`config.mk`:
```
export PLATFORM = sky130hd
export DESIGN_NAME = vdi_sat_vec
export DESIGN_NICKNAME = d
export VERILOG_FILES = /design/src/hdl/vdi_pkg.sv /design/src/hdl/vdi_sat_vec.sv
export SDC_FILE = /design/constraint.sdc
export NUM_CORES = 1
export LEC_CHECK = 0
export ABC_AREA = 1
export BUFFER_PORTS_ARGS = -buffer_cell sky130_fd_sc_hd__clkbuf_2
export CORE_MARGIN = 10
export CORE_UTILIZATION = 40
export DETAILED_ROUTE_END_ITERATION = 7
export GPL_ROUTABILITY_DRIVEN = 0
export PLACE_DENSITY = 0.66
export REMOVE_ABC_BUFFERS = 1
export SYNTH_ARGS = -nofsm -noshare
export SYNTH_HDL_FRONTEND = slang
export SYNTH_SLANG_ARGS = --single-unit
```
`constraint.sdc`:
```
create_clock -name vclk -period 2.3
set_clock_uncertainty 0.15 [all_clocks]
set_input_delay 0 -clock vclk [all_inputs]
set_output_delay 0 -clock vclk [all_outputs]
set_load 0.01 [all_outputs]
```
`src/hdl/vdi_pkg.sv`:
```
// Shared types, field widths and codes for the vertex dedup indexer.
package vdi_pkg;

	localparam int COORD_BITS = 16;
	localparam int SUM_BITS = COORD_BITS + 4;
	localparam int TOL_BITS = 12;
	localparam logic [TOL_BITS-1:0] TOL_RESET = 12'd41;

	// command codes (s_axis_tuser)
	localparam logic [1:0] CMD_ADD = 2'd0;
	localparam logic [1:0] CMD_READ = 2'd1;
	localparam logic [1:0] CMD_CLEAR = 2'd2;

	// status codes (m_axis_tuser)
	localparam logic [2:0] ST_APPEND = 3'd0;
	localparam logic [2:0] ST_MERGED = 3'd1;
	localparam logic [2:0] ST_FULL = 3'd2;
	localparam logic [2:0] ST_BAD_INDEX = 3'd3;
	localparam logic [2:0] ST_DONE = 3'd4;

	typedef logic [COORD_BITS-1:0] coord_t;
	typedef logic [2:0][COORD_BITS-1:0] vec_in_t;
	typedef logic [2:0][SUM_BITS-1:0] vec_sum_t;

	// input payload without the entry index, x position in the low bits
	typedef struct packed {
		vec_in_t bitan;
		vec_in_t tan;
		vec_in_t nrm;
		logic [1:0][COORD_BITS-1:0] tex;
		vec_in_t pos;
	} in_fix_t;

	// one table entry; also the data part of a result item
	typedef struct packed {
		vec_sum_t bitan;
		vec_sum_t tan;
		vec_sum_t nrm;
		logic [1:0][COORD_BITS-1:0] tex;
		vec_in_t pos;
	} entry_t;

endpackage

```
`src/hdl/vdi_sat_vec.sv`:
```
// Saturating adder for one three-component vector sum.
module vdi_sat_vec (
	input  vdi_pkg::vec_sum_t acc,
	input  vdi_pkg::vec_in_t  addend,
	output vdi_pkg::vec_sum_t total
);

	localparam int SW = vdi_pkg::SUM_BITS;
	localparam int CW = vdi_pkg::COORD_BITS;

	logic signed [SW:0] raw [3];

	always_comb begin
		for (int a = 0; a < 3; a++) begin
			raw[a] = $signed({acc[a][SW-1], acc[a]})
				+ $signed({{(SW + 1 - CW){addend[a][CW-1]}}, addend[a]});
			// clamp when the two top bits disagree
			if (raw[a][SW] != raw[a][SW-1]) begin
				total[a] = raw[a][SW] ? {1'b1, {(SW-1){1'b0}}} : {1'b0, {(SW-1){1'b1}}};
			end else begin
				total[a] = raw[a][SW-1:0];
			end
		end
	end

endmodule

```
==> results of run 1 <==
## synthesized netlist by cell type, drive strengths merged
cell type and number:
buf 6, a21boi 2, xnor2 11, a21oi 54, nor2 68, inv 105
xor2 34, nor3 10, ha 60, nand3 38, nand4 22, fa 3
a31oi 1, nand2 360, o21ai 18, o21bai 6, and2 8, nand3b 4
## power by group through the flow
stage	Sequential [mW]	Clock [mW]	Combinational [mW]
finish	0	0	2.02
global route	0	0	2.26
CTS	0	0	1.97
detailed placement	0	0	1.96
global placement	0	0	1.96
floorplan	0	0	1.28
## final cells by class
class | instances | area, um^2
repair buffers | 178 | 928
well taps | 136 | 170
multi-input cells | 699 | 3880
inverters | 105 | 394
fillers | 1167 | 5040
## repair_timing
item                       in CTS  in global routing
setup endpoints to repair       0                 38
hold buffers                    0                  0
gates resized for setup         0                  7
setup buffers                   0                  7
## cells by family (layout without fill, tap and decap cells)
| group | count (synthesis) | in the layout | share of synthesized area |
|---|---|---|---|
| xor+xnor | 45 | 45 | 0.0916 |
| simple gates | 510 | 510 | 0.514 |
| buf+inv | 111 | 283 | 0.105 |
| fa+ha+maj | 63 | 63 | 0.188 |
| compound gates | 81 | 81 | 0.101 |
## cells in the final DEF, fill, tap and decap left out, types with 8 or more instances in the layout
cell,n
a21oi_1,54
and2_1,8
buf_4,9
clkbuf_2,168
ha_1,60
inv_1,100
nand2_1,345
nand2_2,11
nand3_1,38
nand4_1,17
nor2_1,62
o21ai_0,16
xnor2_1,11
xor2_1,34
## worst max path at each step
stage / startpoint / end / slack, ps / cells after the start
after floorplan: acc[40] / total[40] / 530 / 12
after global placement: acc[40] / total[50] / 50 / 12
after detailed placement: acc[40] / total[50] / 20 / 12
after CTS: acc[40] / total[50] / 20 / 12
after global routing: acc[0] / total[9] / -1 / 14
final: acc[0] / total[11] / 170 / 13
## through the flow
| step | TNS, ps | util |
|---|---|---|
| 2_1_floorplan | 0 | - |
| 3_5_place_dp | 0 | 0.507 |
| 3_3_place_gp | 0 | 0.507 |
| 4_1_cts | 0 | 0.507 |
| 6_report | 0 | 0.516 |
| 5_1_grt | -2.14 | 0.516 |
## metal layers
metal,wire (um),up-vias
li1,-,2932
met1,6450,2415
met2,6920,145
met3,974,10
met4,128,0
met5,0,-
## critical path, stage by stage
cell and delay [ps]:
clkbuf_2 80, ha_1 200, inv_1 90, fa_1 400, inv_1 90, nand3_1 80
nand2_2 140, nand3_1 110, nand4_1 240, nand4_4 140, buf_4 190, nand2_1 70
clkbuf_2 140
==> results_dict.tcl, run 1 <==
set metrics [dict create \
    status "finished, final reports clean" \
    antenna_found_initial 0 \
    ir_drop_mv 0.212 \
    setup_slack_ps 173 \
    switching_power_mw 1.23 \
    layout-drive-gt1-share 0.220 \
    start_util 0.413 \
    grt_util_met3 0.0235 \
    via_per_inst 4.92 \
    placeableCoreArea_um2 10400 \
    final_nets 1155 \
    hold_depth 5 \
    min_to "total[0]" \
    place_area_um2 5280 \
    diodes 0 \
    holdCritStartpoint "addend[0]" \
    grt_overflow 0 \
    final_hold_viol_count 0 \
    regArea_um2 0 \
    power.total_mw 2.02 \
    die_y_um 124 \
    grt_use_met1 0.226 \
    drtIter0Drc 272 \
    ys_types 30 \
    ys_warn_count 0 \
    switching_share 0.611 \
    busiest_layer "met2" \
    grt.total_usage 0.178 \
    routed_wl_um 14500 \
    pre_cts_slack_ps 24.9 \
    fp.dieW_um 124 \
    setup_violations 0 \
    yosysSeqAreaShare 0 \
    p_seq_frac 0 \
    final.clkbuf_count 0 \
    crit_type "in -> out" \
    report.final.slew_viol_count 0 \
    clkPwrFrac 0 \
    power_frac_comb 1.000 \
    drc 0 \
    avgRoutedWirePerCell_um 12.9 \
    cp.required_ps 2150 \
    layout.cells.non_filler 1118 \
    die-area_um2 15300 \
    fin_crit_sh 0.925 \
    syn_area_um2 4300 \
    grt_max_degree 20 \
    post-synth-top-area-fraction 0.303 \
    grt_pass1_vias 5164 \
    synth_area_per_cell_um2 5.31 \
    n_sequential_cell 0 \
    io_buffers 168 \
    power_density_nw_per_um2 375 \
    crit_path_end_kind "primary output" \
    place_hpwl_um 12900 \
    max_freq_mhz 470 \
    grt_pass1_wl_um 23300 \
    cp.arrival_ps 1980 \
    numPlacedInstances 1111 \
    min_path_type "in -> out" \
    cp-start-kind "input pin" \
    final_area_um2 5370 \
    relSlewSlack 0.784 \
    drv_cap 0 \
    hold-worst-slack_ps 249 \
    drtPass1Iterations 5 \
    rows 37 \
    synth_area_leaders "nand2_1 (30%), ha_1 (17%), inv_1 (8.8%)" \
    p_leak_nw 3.35 \
    finalCriticalPeriod_ps 2130 \
    cp_max_fo 7 \
    syn2layout_area_growth_pct 24.9 \
    internal_power_mw 0.784 \
    ant_nets 0 \
    io_pins 168 \
    vias 5502 \
    tightest_slew_ps 321 \
    use_met2 0.322 \
    synth_top_cell_by_area "nand2_1" \
    postSynthCellCount 810 \
]
Note: power is estimated with default switching activity, not from simulation.
==> run 2: changes to the inputs <==
Clock period 2.3 ns to 2.1 ns, I/O delays scaled along.
==> run 2 against run 1 <==
Worst hold slack worse by 2.5 ps. Clock-buffer cell count is the same. Critical path depth grew 2. Critical endpoint is now total[30].
==> results_dict.tcl, run 2 (synthesis results as in run 1) <==
set metrics [dict create \
    place_area_um2 5380 \
    status "finished, final reports clean" \
    drc 0 \
    tns_ps 0 \
    crit_type "in -> out" \
    syn2layout_area_growth_pct 37.0 \
    report.final.slew_viol_count 0 \
    routed_wl_um 15500 \
    rows 37 \
    ant_nets 0 \
    grt.total_usage 0.184 \
    final_hold_viol_count 0 \
    cp_slowest_stage_delay_ps 390 \
    cp.arrival_ps 1880 \
    regArea_um2 0 \
    drtPass1Iterations 5 \
    p_leak_nw 3.46 \
    max_freq_mhz 494 \
    die-area_um2 15300 \
    cp.required_ps 1950 \
    start_util 0.413 \
    busiest_layer "met2" \
    grt_pass1_wl_um 24200 \
    io_buffers 168 \
    fin_crit_sh 0.964 \
    grt_util_met3 0.0222 \
    place_hpwl_um 13000 \
    cp-start-kind "input pin" \
    cts_hold_buf 0 \
    drtIter0Drc 300 \
    grt_use_met1 0.238 \
    crit_path_end_kind "primary output" \
    ir_drop_mv 0.264 \
    grt_overflow 0 \
    drv_cap 0 \
    path_cells "clkbuf_2 > ha_4 > inv_1 > fa_2 > inv_2 > nand3_2 > nand2_4 > nand3b_1 > nand3_1 > nand2_2 > nand2_8 > nand2_8 > nand2_1 > nand2_1 > clkbuf_2" \
    holdCritStartpoint "addend[32]" \
    vias 5633 \
    fp.dieW_um 124 \
    layout-drive-gt1-share 0.284 \
    final_common_cell "nand2_1" \
    placeableCoreArea_um2 10400 \
    mostFrequentLayoutCells "nand2_1 (337), clkbuf_2 (165), inv_1 (98)" \
    hold-worst-slack_ps 247 \
    antenna_found_initial 0 \
    grt_pass1_vias 5273 \
    avgRoutedWirePerCell_um 13.6 \
    hold_depth 5 \
    via_per_inst 4.94 \
    relSlewSlack 0.768 \
    n_sequential_cell 0 \
    grt_max_degree 20 \
    final_area_um2 5890 \
    min_to "total[40]" \
    final.clkbuf_count 0 \
    setup_violations 0 \
    min_path_type "in -> out" \
    cp_slowest_cell "fa_2" \
    io_pins 168 \
    die_y_um 124 \
    use_met2 0.332 \
    diodes 0 \
    cp_max_fo 9 \
    power_density_nw_per_um2 414 \
    final_nets 1177 \
    finalCriticalPeriod_ps 2030 \
    tightest_slew_ps 345 \
]
run 2: power breakdown:
group          internal [mW]  switching (mW)
Combinational          0.986            1.45
Clock                      0               0
Sequential                 0               0
Total                  0.986            1.45
run 2: how the worst max path moves through the flow:
stage               start  slack (ps)  depth (start not counted)        end
6_report          acc[20]          70                         15  total[30]
4_1_cts           acc[20]         0.6                         15  total[29]
3_5_place_dp      acc[20]        -110                         14  total[29]
2_1_floorplan     acc[40]         330                         12  total[40]
3_3_place_gp      acc[20]        -100                         14  total[29]
5_1_grt        addend[30]         -30                         13  total[27]
run 2: final cells by class:
| type | instances | area (um^2) |
|---|---|---|
| Fill cell | 1183 | 4520 |
| Inverter | 105 | 394 |
| Multi-Input combinational cell | 701 | 4240 |
| Tap cell | 136 | 170 |
| Timing Repair Buffer | 198 | 1090 |
run 2: timing repair:
| action | in CTS | in global routing |
|---|---|---|
| setup endpoints to repair | 31 | 57 |
| gates resized for setup | 3 | 68 |
| pin swaps | 3 | 19 |
| endpoints found under the hold margin | 0 | 0 |
| cloned | 0 | 2 |
| buffers inserted | 4 | 9 |
run 2: metal layers:
layer / part of all wire / vias up
met1: 0.45 / 2505
met5: 0 / -
met4: 0.0066 / 0
met2: 0.48 / 147
met3: 0.063 / 10
li1: - / 2971
run 2: worst max-delay path, delay by kind of cell:
kind | cells | cell delay, ps
adders and majority gates | 2 | 530
and+or+nand+nor | 9 | 980
buffers and inverters | 4 | 360
run 2: metrics by stage:
stage | worst slack (ps) | std cells | util | total power [mW]
6_report | 74.8 | 1140 | 0.566 | 2.44
3_5_place_dp | -113 | 1125 | 0.517 | 2.18
5_1_grt | -26.5 | 1140 | 0.566 | 2.71
2_1_floorplan | 331 | 804 | - | 1.40
4_1_cts | 0.644 | 1129 | 0.523 | 2.24
3_3_place_gp | -102 | 1125 | 0.517 | 2.17
